--- src/design/rpat_pkg.sv ---
// ----------------------------------------------------------------------------
// rpat_pkg
// Shared types and constants of the recent peer authentication table.
// ----------------------------------------------------------------------------
package rpat_pkg;

  localparam int unsigned ADDR_W    = 32;
  localparam int unsigned TIME_W    = 63;
  localparam int unsigned TTL_W     = 16;
  localparam int unsigned SLOT_IDX_W = 4;

  // Window in microseconds: 16-bit seconds times one million fits in 36 bits.
  localparam int unsigned TTL_US_W  = 36;
  localparam logic [19:0] US_PER_SEC = 20'd1000000;
  localparam logic [TTL_US_W-1:0] TTL_US_RESET = 36'd300000000;

  typedef enum logic {
    OP_CHECK  = 1'b0,
    OP_RECORD = 1'b1
  } rpat_op_e;

  typedef enum logic [1:0] {
    ST_IDLE,
    ST_SCAN,
    ST_WRITE
  } rpat_state_e;

  // Controller to datapath.
  typedef struct packed {
    logic start;   // latch the incoming item and reset the scan
    logic step;    // examine one table entry
    logic commit;  // update the table and load the result register
  } rpat_cmd_t;

  // Datapath to controller.
  typedef struct packed {
    logic zero_addr;  // latched address is zero
    logic match;      // entry under the scan pointer matches
    logic last;       // scan pointer is on the last entry
    logic out_free;   // result register can take a new result
  } rpat_sts_t;

endpackage

--- src/design/rpat_in_if.sv ---
// ----------------------------------------------------------------------------
// rpat_in_if
// Request channel: op, peer address and current time.
// ----------------------------------------------------------------------------
interface rpat_in_if;
  logic                         valid;
  logic                         ready;
  logic                         op;
  logic [rpat_pkg::ADDR_W-1:0]  peer_addr;
  logic [rpat_pkg::TIME_W-1:0]  now_us;

  modport source (output valid, output op, output peer_addr, output now_us, input ready);
  modport sink   (input valid, input op, input peer_addr, input now_us, output ready);
endinterface

--- src/design/rpat_out_if.sv ---
// ----------------------------------------------------------------------------
// rpat_out_if
// Result channel: recent flag, touched flag and slot index.
// ----------------------------------------------------------------------------
interface rpat_out_if;
  logic                            valid;
  logic                            ready;
  logic                            recent;
  logic                            slot_touched;
  logic [rpat_pkg::SLOT_IDX_W-1:0] slot_index;

  modport source (output valid, output recent, output slot_touched, output slot_index,
                  input ready);
  modport sink   (input valid, input recent, input slot_touched, input slot_index,
                  output ready);
endinterface

--- src/design/rpat_ctrl.sv ---
// ----------------------------------------------------------------------------
// rpat_ctrl
// Sequencer: accept an item, scan the table one entry a cycle, write back.
// ----------------------------------------------------------------------------
module rpat_ctrl (
  input  logic                clk_i,
  input  logic                rst_ni,
  input  logic                in_valid_i,
  output logic                in_ready_o,
  input  rpat_pkg::rpat_sts_t sts_i,
  output rpat_pkg::rpat_cmd_t cmd_o
);
  import rpat_pkg::*;

  rpat_state_e state_q, state_d;

  always_ff @(posedge clk_i or negedge rst_ni) begin
    if (!rst_ni) begin
      state_q <= ST_IDLE;
    end else begin
      state_q <= state_d;
    end
  end

  always_comb begin
    state_d    = state_q;
    cmd_o      = '0;
    in_ready_o = 1'b0;
    case (state_q)
      ST_IDLE: begin
        in_ready_o = 1'b1;
        if (in_valid_i) begin
          cmd_o.start = 1'b1;
          state_d     = ST_SCAN;
        end
      end
      ST_SCAN: begin
        // A zero address skips the scan and only produces an empty result.
        if (sts_i.zero_addr) begin
          state_d = ST_WRITE;
        end else begin
          cmd_o.step = 1'b1;
          if (sts_i.match || sts_i.last) begin
            state_d = ST_WRITE;
          end
        end
      end
      ST_WRITE: begin
        if (sts_i.out_free) begin
          cmd_o.commit = 1'b1;
          state_d      = ST_IDLE;
        end
      end
      default: begin
        state_d = ST_IDLE;
      end
    endcase
  end

endmodule

--- src/design/rpat_dpath.sv ---
// ----------------------------------------------------------------------------
// rpat_dpath
// Table storage, scan registers, expiry compare and the result register.
// ----------------------------------------------------------------------------
module rpat_dpath #(
  parameter int unsigned SLOTS = 4
) (
  input  logic                                clk_i,
  input  logic                                rst_ni,
  input  logic                                cfg_we_i,
  input  logic [rpat_pkg::TTL_W-1:0]          cfg_data_i,
  input  logic                                in_op_i,
  input  logic [rpat_pkg::ADDR_W-1:0]         in_addr_i,
  input  logic [rpat_pkg::TIME_W-1:0]         in_now_i,
  input  rpat_pkg::rpat_cmd_t                 cmd_i,
  output rpat_pkg::rpat_sts_t                 sts_o,
  output logic                                out_valid_o,
  input  logic                                out_ready_i,
  output logic                                out_recent_o,
  output logic                                out_touched_o,
  output logic [rpat_pkg::SLOT_IDX_W-1:0]     out_index_o
);
  import rpat_pkg::*;

  localparam int unsigned IDX_W = (SLOTS > 1) ? $clog2(SLOTS) : 1;
  localparam logic [IDX_W-1:0] LAST_IDX = IDX_W'(SLOTS - 1);

  logic [ADDR_W-1:0]   addr_store_q [SLOTS];
  logic [TIME_W-1:0]   time_store_q [SLOTS];
  logic [TTL_US_W-1:0] ttl_us_q;

  logic                op_q;
  logic [ADDR_W-1:0]   addr_q;
  logic [TIME_W-1:0]   now_q;

  logic [IDX_W-1:0]    cnt_q;
  logic                found_q;
  logic                hit_q;
  logic [IDX_W-1:0]    found_idx_q;
  logic                empty_found_q;
  logic [IDX_W-1:0]    empty_idx_q;
  logic [IDX_W-1:0]    oldest_idx_q;
  logic [TIME_W-1:0]   oldest_ts_q;

  logic                out_valid_q;
  logic                out_recent_q;
  logic                out_touched_q;
  logic [SLOT_IDX_W-1:0] out_index_q;

  logic [ADDR_W-1:0]   cur_addr;
  logic [TIME_W-1:0]   cur_time;
  logic [TIME_W:0]     expiry;
  logic                cur_hit;
  logic                cur_match;

  // Write-back decision.
  logic                wr_addr_en;
  logic                wr_time_en;
  logic [IDX_W-1:0]    wr_idx;
  logic [ADDR_W-1:0]   wr_addr;
  logic                res_recent;
  logic                res_touched;

  assign cur_addr  = addr_store_q[cnt_q];
  assign cur_time  = time_store_q[cnt_q];
  assign cur_match = (cur_addr == addr_q);

  // A stamp ahead of the current time also counts as a hit, which this compare
  // covers since the sum cannot overflow.
  assign expiry  = {1'b0, cur_time} + (TIME_W+1)'(ttl_us_q);
  assign cur_hit = ({1'b0, now_q} <= expiry);

  assign sts_o.zero_addr = (addr_q == '0);
  assign sts_o.match     = cur_match;
  assign sts_o.last      = (cnt_q == LAST_IDX);
  assign sts_o.out_free  = !out_valid_q || out_ready_i;

  always_ff @(posedge clk_i or negedge rst_ni) begin
    if (!rst_ni) begin
      ttl_us_q <= TTL_US_RESET;
    end else if (cfg_we_i) begin
      ttl_us_q <= TTL_US_W'({20'd0, cfg_data_i} * {16'd0, US_PER_SEC});
    end
  end

  // Item latch and scan state.
  always_ff @(posedge clk_i) begin
    if (cmd_i.start) begin
      op_q          <= in_op_i;
      addr_q        <= in_addr_i;
      now_q         <= in_now_i;
      cnt_q         <= '0;
      found_q       <= 1'b0;
      hit_q         <= 1'b0;
      found_idx_q   <= '0;
      empty_found_q <= 1'b0;
      empty_idx_q   <= '0;
      oldest_idx_q  <= '0;
      oldest_ts_q   <= '1;
    end else if (cmd_i.step) begin
      if (cur_match) begin
        found_q     <= 1'b1;
        hit_q       <= cur_hit;
        found_idx_q <= cnt_q;
      end else begin
        if ((cur_addr == '0) && !empty_found_q) begin
          empty_found_q <= 1'b1;
          empty_idx_q   <= cnt_q;
        end
        if (cur_time < oldest_ts_q) begin
          oldest_ts_q  <= cur_time;
          oldest_idx_q <= cnt_q;
        end
        cnt_q <= cnt_q + 1'b1;
      end
    end
  end

  always_comb begin
    wr_addr_en  = 1'b0;
    wr_time_en  = 1'b0;
    wr_idx      = found_idx_q;
    wr_addr     = addr_q;
    res_recent  = 1'b0;
    res_touched = 1'b0;
    if (addr_q != '0) begin
      case (rpat_op_e'(op_q))
        OP_CHECK: begin
          if (found_q) begin
            res_touched = 1'b1;
            if (hit_q) begin
              res_recent = 1'b1;
              wr_time_en = 1'b1;
            end else begin
              // Expired entry: empty it, keep the stamp.
              wr_addr_en = 1'b1;
              wr_addr    = '0;
            end
          end
        end
        OP_RECORD: begin
          res_touched = 1'b1;
          wr_time_en  = 1'b1;
          if (!found_q) begin
            wr_addr_en = 1'b1;
            wr_idx     = empty_found_q ? empty_idx_q : oldest_idx_q;
          end
        end
        default: begin
          res_touched = 1'b0;
        end
      endcase
    end
  end

  always_ff @(posedge clk_i or negedge rst_ni) begin
    if (!rst_ni) begin
      for (int i = 0; i < SLOTS; i++) begin
        addr_store_q[i] <= '0;
        time_store_q[i] <= '0;
      end
    end else if (cmd_i.commit) begin
      if (wr_addr_en) begin
        addr_store_q[wr_idx] <= wr_addr;
      end
      if (wr_time_en) begin
        time_store_q[wr_idx] <= now_q;
      end
    end
  end

  always_ff @(posedge clk_i or negedge rst_ni) begin
    if (!rst_ni) begin
      out_valid_q <= 1'b0;
    end else if (cmd_i.commit) begin
      out_valid_q <= 1'b1;
    end else if (out_ready_i) begin
      out_valid_q <= 1'b0;
    end
  end

  always_ff @(posedge clk_i) begin
    if (cmd_i.commit) begin
      out_recent_q  <= res_recent;
      out_touched_q <= res_touched;
      out_index_q   <= res_touched ? SLOT_IDX_W'(wr_idx) : '0;
    end
  end

  assign out_valid_o   = out_valid_q;
  assign out_recent_o  = out_recent_q;
  assign out_touched_o = out_touched_q;
  assign out_index_o   = out_index_q;

  // A result must never overwrite one that is still waiting.
  assert property (@(posedge clk_i) disable iff (!rst_ni)
    cmd_i.commit |-> (!out_valid_q || out_ready_i))
    else $error("result register overwritten while full");

  // The scan pointer never runs past the last entry.
  assert property (@(posedge clk_i) disable iff (!rst_ni)
    cmd_i.step && !cur_match && (cnt_q == LAST_IDX) |=> !cmd_i.step)
    else $error("scan continued past the last entry");

  // A recent peer always comes with a touched slot.
  assert property (@(posedge clk_i) disable iff (!rst_ni)
    out_valid_q && out_recent_q |-> out_touched_q)
    else $error("recent result without a touched slot");

  // An untouched result reports slot zero.
  assert property (@(posedge clk_i) disable iff (!rst_ni)
    out_valid_q && !out_touched_q |-> (out_index_q == '0))
    else $error("untouched result carries a slot index");

endmodule

--- src/design/recent_peer_auth_table_unit.sv ---
// ----------------------------------------------------------------------------
// recent_peer_auth_table_unit
// Table of recently authenticated peers with time-to-live check and refresh.
//
//   Channel   Dir  Handshake          Payload
//   in_ch     in   valid/ready        op, peer_addr, now_us
//   out_ch    out  valid/ready        recent, slot_touched, slot_index
//   cfg       in   cfg_we_i (write)   cfg_data_i = ttl_seconds
//
// An item is latched, then the scan examines one table entry at a time up to
// the first matching entry or the last entry, and then it is written back.
// A zero address skips the scan. The scan uses a single entry compare and
// scan pointer. The table is cleared by reset at once. A result waits in
// the output register while the next item is already accepted; only the
// write-back cycle stalls until the output register is free.
// ----------------------------------------------------------------------------
module recent_peer_auth_table_unit #(
  parameter int unsigned SLOTS = 4
) (
  input  logic                        clk_i,
  input  logic                        rst_ni,
  rpat_in_if.sink                     in_ch,
  rpat_out_if.source                  out_ch,
  input  logic                        cfg_we_i,
  input  logic [rpat_pkg::TTL_W-1:0]  cfg_data_i
);
  import rpat_pkg::*;

  rpat_cmd_t cmd;
  rpat_sts_t sts;
  logic      in_ready;

  rpat_ctrl u_ctrl (
    .clk_i      (clk_i),
    .rst_ni     (rst_ni),
    .in_valid_i (in_ch.valid),
    .in_ready_o (in_ready),
    .sts_i      (sts),
    .cmd_o      (cmd)
  );

  rpat_dpath #(
    .SLOTS (SLOTS)
  ) u_dpath (
    .clk_i         (clk_i),
    .rst_ni        (rst_ni),
    .cfg_we_i      (cfg_we_i),
    .cfg_data_i    (cfg_data_i),
    .in_op_i       (in_ch.op),
    .in_addr_i     (in_ch.peer_addr),
    .in_now_i      (in_ch.now_us),
    .cmd_i         (cmd),
    .sts_o         (sts),
    .out_valid_o   (out_ch.valid),
    .out_ready_i   (out_ch.ready),
    .out_recent_o  (out_ch.recent),
    .out_touched_o (out_ch.slot_touched),
    .out_index_o   (out_ch.slot_index)
  );

  assign in_ch.ready = in_ready;

endmodule
--- src/flat_wrapper.sv ---
// flat-port wrapper written by rule: the top's interface ports become plain ports
module recent_peer_auth_table_unit_flat import rpat_pkg::*;
#(
  parameter int unsigned SLOTS = 4
)
  (clk_i, rst_ni, cfg_we_i, cfg_data_i, in_ch_valid, in_ch_op, in_ch_peer_addr, in_ch_now_us, in_ch_ready, out_ch_valid, out_ch_recent, out_ch_slot_touched, out_ch_slot_index, out_ch_ready);
  rpat_in_if in_ch_i ();
  rpat_out_if out_ch_i ();
  input  logic clk_i;
  input  logic rst_ni;
  input  logic cfg_we_i;
  input  logic [rpat_pkg::TTL_W-1:0] cfg_data_i;
  input wire logic [$bits(in_ch_i.valid)-1:0] in_ch_valid;
  input wire logic [$bits(in_ch_i.op)-1:0] in_ch_op;
  input wire logic [$bits(in_ch_i.peer_addr)-1:0] in_ch_peer_addr;
  input wire logic [$bits(in_ch_i.now_us)-1:0] in_ch_now_us;
  output wire logic [$bits(in_ch_i.ready)-1:0] in_ch_ready;
  output wire logic [$bits(out_ch_i.valid)-1:0] out_ch_valid;
  output wire logic [$bits(out_ch_i.recent)-1:0] out_ch_recent;
  output wire logic [$bits(out_ch_i.slot_touched)-1:0] out_ch_slot_touched;
  output wire logic [$bits(out_ch_i.slot_index)-1:0] out_ch_slot_index;
  input wire logic [$bits(out_ch_i.ready)-1:0] out_ch_ready;
  assign in_ch_i.valid = in_ch_valid;
  assign in_ch_i.op = in_ch_op;
  assign in_ch_i.peer_addr = in_ch_peer_addr;
  assign in_ch_i.now_us = in_ch_now_us;
  assign in_ch_ready = in_ch_i.ready;
  assign out_ch_valid = out_ch_i.valid;
  assign out_ch_recent = out_ch_i.recent;
  assign out_ch_slot_touched = out_ch_i.slot_touched;
  assign out_ch_slot_index = out_ch_i.slot_index;
  assign out_ch_i.ready = out_ch_ready;
  recent_peer_auth_table_unit #(.SLOTS(SLOTS)) u_core (.clk_i(clk_i), .rst_ni(rst_ni), .in_ch(in_ch_i), .out_ch(out_ch_i), .cfg_we_i(cfg_we_i), .cfg_data_i(cfg_data_i));
endmodule
--- config.mk ---
export PLATFORM = sky130hd
export DESIGN_NAME = recent_peer_auth_table_unit_flat
export DESIGN_NICKNAME = d
export VERILOG_FILES = /design/src/design/rpat_pkg.sv /design/src/design/rpat_in_if.sv /design/src/design/rpat_out_if.sv /design/src/design/rpat_ctrl.sv /design/src/design/rpat_dpath.sv /design/src/design/recent_peer_auth_table_unit.sv /design/src/flat_wrapper.sv
export SDC_FILE = /design/constraint.sdc
export NUM_CORES = 1
export LEC_CHECK = 0
export BUFFER_PORTS_ARGS = -buffer_cell sky130_fd_sc_hd__buf_2
export CAP_MARGIN = 20
export CORE_MARGIN = 8
export CORE_UTILIZATION = 60
export CTS_CLUSTER_DIAMETER = 100
export DETAILED_ROUTE_END_ITERATION = 10
export PLACE_DENSITY_LB_ADDON = 0.3
export SYNTH_ARGS = -nofsm -noshare
export SYNTH_HDL_FRONTEND = slang
export SYNTH_SLANG_ARGS = --single-unit
export TNS_END_PERCENT = 100
--- constraint.sdc ---
create_clock -name clk_i -period 11.4 [get_ports clk_i]
set_clock_uncertainty 0.15 [all_clocks]
set_input_delay 3.42 -clock clk_i [delete_from_list [all_inputs] [get_ports clk_i]]
set_output_delay 3.42 -clock clk_i [all_outputs]
set_load 0.05 [all_outputs]
==> metrics.md, run 1 <==
| Metric | Value |
|---|---|
| Status | `completed` |
| Routed wire per std cell | `about 22 um` |
| Share of cells above drive strength 1 | `27.8%` |
| Clock latency on the worst-skew pair | `0.66 ns` |
| Avg Inst Size Synth | `~13 um2` |
| CP cell instances | `buf_2, fa_1, fa_1, fa_1, fa_1, ha_1, inv_1, fa_1, inv_1, ha_1, and3_1, nor2b_1, a41o_1, a2bb2oi_1, o41ai_1, a311o_1, mux2i_1, a211o_1` |
| Post-Synth XOR/XNOR Area | `2.76%` |
| Critical path's largest stage delay | `around 0.59 ns` |
| # DRC | `0` |
| Worst Path Arrival | `8.72 ns` |
| Routability cong. | `0.894` |
| Synth-to-layout area growth | `10.4%` |
| Endpoint kind of the worst setup timing path | `register` |
| Post-Synth Simple-Gate Area | `about 7.5%` |
| CP Launch Type | `input pin` |
| Fin. Hold Viols | `0` |
| Setup TNS | `0 ns` |
| Area of the mapped netlist | `33000 um2` |
| CP Class | `input pin to register` |
| HPWL Detailed | `approximately 53 mm` |
| Num ports | `~130` |
| Diode count | `0` |
| Syn Inst Count | `~2600` |
| Netlist cell types | `about 80` |
| RSZ-0062 raised after global routing | `false` |
| Adder-cell area share of the yosys netlist | `13.3%` |
| Synth async-reset ratio | `between 70 and 80%` |
| CTS Buf Count | `61` |
| Max-slew headroom | `24.2%` |
| Initial core utilization | `60.3%` |
| Hold WC Path Type | `register to register` |
| Compound-cell area share of the yosys netlist | `roughly 7.6%` |
| Final slew viol count | `0` |
| Initial antenna violation count | `0` |
| Final WL | `approximately 77 mm` |
| Drt pass-1 iters | `5` |
| Post-route cell area | `36500 um2` |
| Post-synth top area share | `30.5%` |
| Maximum VDD drop | `~170 uV` |
| Via count | `between 20000 and 25000` |
| Resized Gates After CTS | `0` |
| CTS H-Tree Depth | `2` |
| Row Count | `86` |
| CTS tree | `yes` |
| Crit path max-delay family | `adder cells` |
| DP Area | `34200 um2` |
| Period minus WS final | `8.37 ns` |
| Ys flop type | `dfrtp_1` |
| Worst-path maximum fanout | `7` |
| Seq/Total Area, Yosys | `44.9%` |
| CTS Buffer Depth | `3` |
| Max cap viols | `0` |
| EDFF count, synth | `100` |
| Static leakage | `0.0167 uW` |
| First-pass GRT wire length | `125 mm` |
| Worst path slowest cell | `fa_1` |
| Number of I/O port buffers | `122` |
| Final setup viols | `0` |
| Post-CTS setup buffer count | `0` |
| Vias in the first global route | `between 20000 and 25000` |
| Crit path required time | `about 12 ns` |
| Die height | `251 um` |
| Clk slew on worst S/H paths | `0.06 ns` |
| Die X | `251 um` |
| Avg Vias per Cell | `approximately 6.3` |
| Max Clk Rate | `0.119 GHz` |
| CTS Hold Bufs | `0` |
| Mux contribution to synthesized area | `between 20% and 30%` |
| Core Area | `54800 um2` |
| Final core occ | `66.6%` |
| Cell type with the largest total area after synthesis | `dfrtp_1` |
| Worst-Margin Slew | `1.14 ns` |
| Die Area | `between 60000 and 70000 um2` |
| Most frequent cells in the layout | `403 x dfrtp_1, 395 x mux2_2, 261 x ha_1` |
| Total GRT Usage | `24.5%` |
| Most frequent CP cell | `fa_1` |
| Synth warnings | `0` |
| Routed Antenna Nets | `0` |
| PD cells | `314 nW/um2` |
| Area contributors post-synth | `dfrtp_1 31%, mux2_2 13%, ha_1 9.9%, edfxtp_1 9.1%, mux4_2 6.5%` |
| Buf/Inv on CP | `3` |
| CTS Sinks | `587` |
| Period utilisation layout | `73.4%` |
| PnR Total Power | `11400 uW` |
| Register bit total from synthesis | `roughly 590` |
| Buffer type at the clock tree root | `clkbuf_16` |
| Initial detailed-routing violation count | `1573` |
| Main combinational cell family by area after synthesis | `multiplexers` |
| Overflow after GRT | `0` |
| Final #Nets | `3164` |
| Most common cell after layout, fill and taps aside | `dfrtp_1` |
| Worst R2R Setup Slack | `3.80 ns` |
| Largest net degree at the start of global routing | `135` |
layout make-up:
type | instances | area (um2)
multi-input cells | 1763 | 17100
flip-flops and latches | 587 | 14800
inverters | 174 | 656
clock inverters | 37 | 460
fillers | 3940 | 18300
clock buffers | 79 | 1750
repair buffers | 143 | 831
well taps | 704 | 881
worst paths after layout:
kind                            cells past startpoint                           start                                to
worst max-delay path                               18                   cfg_data_i[0]       u_core.u_dpath.ttl_us_q[33]
worst min-delay path                                2  u_core.u_dpath.oldest_idx_q[0]    u_core.u_dpath.oldest_idx_q[0]
worst max register to register                     21         u_core.u_dpath.cnt_q[0]              u_core.u_dpath.hit_q
worst min register to register                      2  u_core.u_dpath.oldest_idx_q[0]    u_core.u_dpath.oldest_idx_q[0]
max in group asynchronous                           2                          rst_ni   u_core.u_dpath.time_store_q[20]
min in group asynchronous                           1                          rst_ni  u_core.u_dpath.time_store_q[103]
worst reg2reg max path: stages (launching register included):
cell and delay [ns]:
dfxtp_4 0.93, buf_4 0.66, mux4_2 0.67, ha_1 0.40, a21o_1 0.24, a31oi_1 0.18, o21ai_0 0.11, a21o_1 0.20
a221oi_1 0.51, a31oi_1 0.23, buf_4 0.24, nand2_1 0.10, xor2_1 0.15, ha_1 0.25, a211o_1 0.33, a211oi_1 0.21
o221ai_1 0.27, a32o_1 0.32, a2111o_1 0.45, nor3_1 0.55, nor3_2 0.13, a221oi_2 0.24
power by group:
part	total (uW)	switching (uW)	internal, uW
Clock	2140	872	1270
Combinational	5900	3220	2680
Sequential	3390	505	2880
Yosys cell counts (all sizes together) (11+ instances only):
library cell,count
fa,56
mux4,95
edfxtp,100
xor2,29
dfrtp,403
and3,11
nand3,102
a21oi,82
nand2b,11
a21o,51
o21a,12
nand4,52
dfxtp,74
nand2,80
and2,38
a211oi,13
nor3,29
ha,261
a31oi,12
xnor2,75
clkbuf,57
nor4,41
buf,54
o211ai,69
mux2,395
nor2,68
o21ai,61
inv,174
sequential cells by signal (all words and copies together) (netlist names):
name / cells
u_core.u_dpath.out_index_o: 2
u_core.u_dpath.empty_idx_q: 2
u_core.u_dpath.oldest_idx_q: 2
u_core.u_dpath.out_touched_o: 1
u_core.u_dpath.hit_q: 1
u_core.u_dpath.oldest_ts_q: 63
u_core.u_dpath.op_q: 1
u_core.u_dpath.addr_store_q: 128
u_core.u_dpath.time_store_q: 252
u_core.u_dpath.addr_q: 32
u_core.u_dpath.ttl_us_q: 30
u_core.u_dpath.now_q: 63
u_core.u_ctrl.state_q: 2
u_core.u_dpath.out_recent_o: 1
u_core.u_dpath.found_q: 1
u_core.u_dpath.cnt_q: 2
u_core.u_dpath.found_idx_q: 2
u_core.u_dpath.out_valid_o: 1
u_core.u_dpath.empty_found_q: 1
cell families (layout without fill, tap and decap cells):
kind of cell / after synthesis / count (layout)
fa+ha+maj: 317 / 317
mux: 500 / 500
compound gates: 369 / 369
xor+xnor: 104 / 104
flops: 587 / 587
buf+inv: 285 / 433
other cells: 1 / 2
simple gates: 471 / 471
routing by layer:
layer | track usage [%] | vias up | share of wire (%)
met4 | 9.36 | 0 | 3.3
met1 | 31.8 | 11239 | 42
li1 | - | 9971 | -
met3 | 3.17 | 178 | 4.7
met2 | 41.5 | 610 | 49
met5 | 0 | - | 0
metrics by stage:
| step | std cells | hold slack, ns | setup WS [ns] |
|---|---|---|---|
| final | 3487 | 0.317 | 3.03 |
| after global placement | 3369 | 0.287 | 2.43 |
| after detailed placement | 3370 | 0.296 | 2.39 |
| after global routing | 3487 | 0.338 | 2.68 |
| after CTS | 3486 | 0.315 | 3.04 |
| after floorplan | 2635 | 0.276 | 2.91 |
Power figures use the tool's default switching activity.
==> run 2, diff against run 1 <==
==> constraint.sdc (replaced) <==
create_clock -name clk_i -period 8.7 [get_ports clk_i]
set_clock_uncertainty 0.15 [all_clocks]
set_input_delay 2.61 -clock clk_i [delete_from_list [all_inputs] [get_ports clk_i]]
set_output_delay 2.61 -clock clk_i [all_outputs]
set_load 0.05 [all_outputs]
==> metrics.md, run 2 (synthesis results as in run 1) <==
| Metric | Value |
|---|---|
| Die X | `251 um (unchanged)` |
| Total GRT Usage | `24.2% (-0.28 points)` |
| Overflow after GRT | `0 (unchanged)` |
| Via count | `21860 (-0.63%)` |
| Number of I/O port buffers | `122 (unchanged)` |
| Die height | `251 um (unchanged)` |
| Post-CTS setup buffer count | `0 (unchanged)` |
| Period minus WS final | `7.52 ns` |
| Endpoint kind of the worst setup timing path | `register` |
| Num ports | `125 (unchanged)` |
| Most frequent cells in the layout | `403 x dfrtp_1, 395 x mux2_2, 261 x ha_1` |
| Row Count | `86 (unchanged)` |
| Final slew viol count | `0 (unchanged)` |
| Drt pass-1 iters | `6 (+1)` |
| Buf/Inv on CP | `3 (unchanged)` |
| Core Area | `54800 um2 (unchanged)` |
| CTS Hold Bufs | `0 (unchanged)` |
| Buffer type at the clock tree root | `clkbuf_16` |
| Die Area | `62800 um2 (unchanged)` |
| Static leakage | `0.0166 uW (-0.57%)` |
| Worst path slowest cell | `fa_1` |
| CTS tree | `yes` |
| Largest registers | `u_core.u_dpath.time_store_q: 252 flops, u_core.u_dpath.addr_store_q: 128 flops` |
| Most frequent CP cell | `fa_1` |
| CTS Sinks | `587 (unchanged)` |
| Final core occ | `66.3% (-0.27 points)` |
| CP cell instances | `buf_2, fa_1, fa_1, fa_1, fa_1, ha_1, inv_1, fa_1, inv_1, ha_1, and3_1, nor2b_1, a41o_1, a2bb2oi_1, o41ai_1, a311o_1, mux2i_1, a211o_1` |
| Routability cong. | `0.882 (-1.3%)` |
| Resized Gates After CTS | `0 (unchanged)` |
| Period utilisation layout | `86.5%` |
| Clock latency on the worst-skew pair | `0.64 ns (-0.02 ns)` |
| Avg Vias per Cell | `6.27 (-0.66%)` |
| Max-slew headroom | `24.8% (+0.69 points)` |
| Max cap viols | `0 (unchanged)` |
| Crit path launch | `cfg_data_i[0]` |
| Hold WC Path Type | `register to register` |
| Hold path start | `u_core.u_dpath.oldest_idx_q[0]` |
| Worst Path Arrival | `7.88 ns (-0.84 ns)` |
| Routed wire per std cell | `21.8 um (-1.1%)` |
| HPWL Detailed | `52.7 mm (about the same)` |
| Final #Nets | `3165 (+0.032%)` |
| Critical path's largest stage delay | `0.58 ns (about the same)` |
| Final WL | `75.9 mm (-1.0%)` |
| Synth-to-layout area growth | `10.0%` |
| Status | `completed` |
| Initial detailed-routing violation count | `1596 (+1.5%)` |
| Initial antenna violation count | `1 (+1)` |
| Maximum VDD drop | `236 uV (+39%)` |
| RSZ-0062 raised after global routing | `false` |
| CTS Buffer Depth | `3 (unchanged)` |
| # DRC | `0 (unchanged)` |
| Final setup viols | `0 (unchanged)` |
| Vias in the first global route | `23034 (-2.0%)` |
| Most common cell after layout, fill and taps aside | `dfrtp_1` |
| Largest net degree at the start of global routing | `184 (+36%)` |
| Worst-Margin Slew | `1.13 ns (-0.0103 ns)` |
| First-pass GRT wire length | `124 mm (-1.1%)` |
| Crit path required time | `9.06 ns (-2.69 ns)` |
| Routed Antenna Nets | `0 (unchanged)` |
| Fin. Hold Viols | `0 (unchanged)` |
| Clk slew on worst S/H paths | `0.06 ns (about the same)` |
| Diode count | `0 (unchanged)` |
| Initial core utilization | `60.3% (unchanged)` |
| CTS H-Tree Depth | `2 (unchanged)` |
| CP Launch Type | `input pin` |
| CP Class | `input pin to register` |
| Hold slack | `0.314 ns (-0.00267 ns)` |
| PnR Total Power | `14800 uW (+30%)` |
| Crit path max-delay family | `adder cells` |
| Worst-path maximum fanout | `7 (unchanged)` |
| Max Clk Rate | `0.133 GHz` |
| Setup TNS | `0 ns (unchanged)` |
| Max reg flops | `252 (unchanged)` |
| R2r startpoint | `u_core.u_dpath.cnt_q[1]` |
| CTS Buf Count | `61 (unchanged)` |
| PD cells | `408 nW/um2 (+30%)` |
| Top reg by flops | `u_core.u_dpath.time_store_q` |
| Share of cells above drive strength 1 | `27.6% (-0.19 points)` |
-- run 2: worst reg2reg max path, cell delays in order, from the launching register on --
cell	delay (ns)
dfxtp_4	0.83
mux4_2	0.51
ha_1	0.33
a211oi_1	0.31
o21ai_1	0.17
a41o_1	0.31
a311o_1	0.45
a221oi_1	0.57
a31oi_1	0.18
buf_4	0.23
nand2_1	0.10
xor2_1	0.15
ha_1	0.26
a211o_1	0.35
a211oi_1	0.26
o221ai_1	0.29
a32o_1	0.32
a2111o_1	0.46
nor3_1	0.51
nor3_2	0.14
a221oi_2	0.25
-- run 2: metrics by stage --
step	cell area, um2	setup WS [ns]	cells
after floorplan	33000	1.02	2635
after global placement	34200	0.594	3371
after detailed placement	34300	0.561	3372
after CTS	36300	1.20	3488
after global routing	36300	0.963	3488
final	36300	1.18	3488
-- run 2: metal layers --
| layer | vias up | global-route usage (%) | part of all wire, % |
|---|---|---|---|
| met4 | 2 | 8.61 | 3.3 |
| li1 | 9976 | - | - |
| met1 | 11137 | 31.9 | 43 |
| met2 | 580 | 40.6 | 49 |
| met3 | 165 | 3.39 | 4.6 |
| met5 | - | 0 | 0.017 |
-- run 2: report_power, final --
group	total [uW]	internal (uW)	switching, uW	leakage (uW)
Combinational	7750	3520	4230	0.00873
Sequential	4410	3780	636	0.00685
Clock	2640	1520	1120	0.00100
Total	14800	8820	5990	0.0166
-- run 2: cell type report --
| cell class | instances | area (um2) |
|---|---|---|
| clock buffer | 79 | 1680 |
| clock inverter | 37 | 387 |
| fill | 3953 | 18400 |
| inverter | 174 | 656 |
| multi-input combinational | 1763 | 17100 |
| sequential | 587 | 14800 |
| tap | 704 | 881 |
| timing repair buffer | 144 | 831 |
-- run 2: final timing paths --
check,slack [ns],cells past startpoint,endpoint
hold reg to reg,0.31,2,u_core.u_dpath.oldest_idx_q[0]
setup reg to reg,1.51,20,u_core.u_dpath.hit_q
min in group asynchronous,1.88,1,u_core.u_dpath.time_store_q[233]
hold / removal,0.31,2,u_core.u_dpath.oldest_idx_q[0]
setup / recovery,1.18,18,u_core.u_dpath.ttl_us_q[33]
max in group asynchronous,5.05,2,u_core.u_dpath.time_store_q[198]
==> run 3, diff against run 2 <==
--- a/config.mk
+++ b/config.mk
@@ -12,6 +12,7 @@
 export CTS_CLUSTER_DIAMETER = 100
 export DETAILED_ROUTE_END_ITERATION = 10
 export PLACE_DENSITY_LB_ADDON = 0.3
+export REMOVE_ABC_BUFFERS = 1
 export SYNTH_ARGS = -nofsm -noshare
 export SYNTH_HDL_FRONTEND = slang
 export SYNTH_SLANG_ARGS = --single-unit
==> metrics.md, run 3 (synthesis results as in run 1) <==
| Metric | Value |
|---|---|
| Buf/Inv on CP | `3 (unchanged)` |
| Status | `completed` |
| Diode count | `0 (unchanged)` |
| Overflow after GRT | `0 (unchanged)` |
| Final setup viols | `0 (unchanged)` |
| Routed wire per std cell | `22.1 um (+1.7%)` |
| Clock share of power | `17.8% (about the same)` |
| Post-CTS setup buffer count | `0 (unchanged)` |
| Row Count | `86 (unchanged)` |
| Worst-Margin Slew | `1.09 ns (-0.0368 ns)` |
| Core Area | `54800 um2 (unchanged)` |
| Share of power burned in registers | `29.9% (about the same)` |
| Max reg flops | `252 (unchanged)` |
| Die X | `251 um (unchanged)` |
| Worst-path maximum fanout | `7 (unchanged)` |
| Die height | `251 um (unchanged)` |
| Internal power | `8830 uW (+0.15%)` |
| Routed Antenna Nets | `0 (unchanged)` |
| Largest registers | `u_core.u_dpath.time_store_q: 252 flops, u_core.u_dpath.addr_store_q: 128 flops` |
| Avg Vias per Cell | `6.29 (+0.33%)` |
| CP cell instances | `buf_2, fa_1, fa_1, fa_1, fa_1, ha_1, inv_1, fa_1, inv_1, ha_1, and3_1, nor2b_1, a41o_1, a2bb2oi_1, o41ai_1, a311o_1, o311ai_0` |
| PnR Total Power | `14800 uW (+0.21%)` |
| Routability cong. | `0.918 (+4.1%)` |
| CTS H-Tree Depth | `2 (unchanged)` |
| Switch Pwr | `6010 uW (+0.31%)` |
| # DRC | `0 (unchanged)` |
| Setup TNS | `0 ns (unchanged)` |
| Most frequent CP cell | `fa_1` |
| PD cells | `409 nW/um2 (+0.23%)` |
| Resized Gates After CTS | `0 (unchanged)` |
| Vias in the first global route | `23215 (+0.79%)` |
| Worst path slowest cell | `fa_1` |
| Final slew viol count | `0 (unchanged)` |
| Drt pass-1 iters | `6 (unchanged)` |
| CP Class | `input pin to register` |
| Maximum VDD drop | `206 uV (-13%)` |
| Most frequent cells in the layout | `403 x dfrtp_1, 395 x mux2_2, 261 x ha_1` |
| Crit path max-delay family | `adder cells` |
| Final WS setup | `1.07 ns (-0.106 ns)` |
| CTS Buffer Depth | `3 (unchanged)` |
| Clock latency on the worst-skew pair | `0.66 ns (+0.02 ns)` |
| Initial antenna violation count | `0 (-1)` |
| RSZ-0062 raised after global routing | `false` |
| CTS Hold Bufs | `0 (unchanged)` |
| First-pass GRT wire length | `126 mm (+1.9%)` |
| Buffer type at the clock tree root | `clkbuf_16` |
| CTS Buf Count | `61 (unchanged)` |
| Max cap viols | `0 (unchanged)` |
| Number of I/O port buffers | `122 (unchanged)` |
| Crit path required time | `9.04 ns (-0.02 ns)` |
| Static leakage | `0.0166 uW (unchanged)` |
| Largest net degree at the start of global routing | `165 (-10%)` |
| Share of cells above drive strength 1 | `27.3% (-0.27 points)` |
| Final #Nets | `3163 (-0.063%)` |
| Final WL | `77.2 mm (+1.7%)` |
| HPWL Detailed | `53.7 mm (+1.9%)` |
| Period utilisation layout | `87.7% (+1.2 points)` |
| Max-slew headroom | `27.3% (+2.5 points)` |
| Synth-to-layout area growth | `9.97% (about the same)` |
| Critical path's largest stage delay | `0.58 ns (about the same)` |
| Top reg by flops | `u_core.u_dpath.time_store_q` |
| Hold WC Path Type | `register to register` |
| Num ports | `125 (unchanged)` |
| Via count | `21920 (+0.27%)` |
| Period minus WS final | `7.63 ns (+0.106 ns)` |
| Pre-CTS setup slack | `0.509 ns (-0.0516 ns)` |
| Max Clk Rate | `0.131 GHz (-1.4%)` |
| Most common cell after layout, fill and taps aside | `dfrtp_1` |
| CP Launch Type | `input pin` |
| Initial detailed-routing violation count | `1600 (+0.25%)` |
| Endpoint kind of the worst setup timing path | `register` |
| Final core occ | `66.3% (about the same)` |
| Combinational fraction of design power | `52.3% (about the same)` |
| CTS Sinks | `587 (unchanged)` |
| Sw Ratio | `40.5% (about the same)` |
| Clk slew on worst S/H paths | `0.06 ns (about the same)` |
| Die Area | `62800 um2 (unchanged)` |
| Fin. Hold Viols | `0 (unchanged)` |
| Worst Path Arrival | `7.97 ns (+0.09 ns)` |
| Total GRT Usage | `24.7% (+0.51 points)` |
| Hold slack | `0.324 ns (+0.0103 ns)` |
| Initial core utilization | `60.3% (unchanged)` |
| CTS tree | `yes` |
run 3: tightest hold or removal path, cell delays in order, from the launching register on:
cell and delay [ns]:
dfxtp_1 0.32, nand2_1 0.06, o21ai_1 0.05
run 3: through the flow:
step                cell area [um2]  cells
floorplan                     32500   2524
global placement              34200   3368
detailed placement            34200   3369
CTS                           36300   3485
global route                  36300   3486
finish                        36300   3486
run 3: power by group through the flow:
stage | Combinational [uW] | Clock [uW] | Sequential, uW
final | 7760 | 2640 | 4440
after global placement | 7300 | 0 | 4400
after CTS | 7700 | 2690 | 4430
after floorplan | 5810 | 0 | 4310
after global routing | 8660 | 2790 | 4530
after detailed placement | 7600 | 0 | 4470
run 3: metal layers:
metal  wire, um  up-vias  GRT usage [%]
li1           -     9964              -
met1      32100    11204           31.7
met2      38800      598           42.5
met3       3530      154           3.24
met4       2700        0           9.18
met5          0        -              0
run 3: area by class of cell:
cell class                 count  area, um2
multi-input combinational   1763      17100
tap                          704        881
clock buffer                  88       1740
sequential                   587      14800
clock inverter                28        312
fill                        4001      18500
inverter                     174        656
timing repair buffer         142        836
run 3: path summary, 6_finish.rpt:
kind	from	endpoint	slack [ns]	cells after the start
worst max register to register	u_core.u_dpath.cnt_q[0]	u_core.u_dpath.hit_q	1.46	20
worst max-delay path	cfg_data_i[0]	u_core.u_dpath.ttl_us_q[35]	1.07	17
min in group asynchronous	rst_ni	u_core.u_dpath.time_store_q[214]	1.83	1
worst min register to register	u_core.u_dpath.oldest_idx_q[0]	u_core.u_dpath.oldest_idx_q[0]	0.32	2
max in group asynchronous	rst_ni	u_core.u_dpath.addr_store_q[10]	5.15	2
worst min-delay path	u_core.u_dpath.oldest_idx_q[0]	u_core.u_dpath.oldest_idx_q[0]	0.32	2
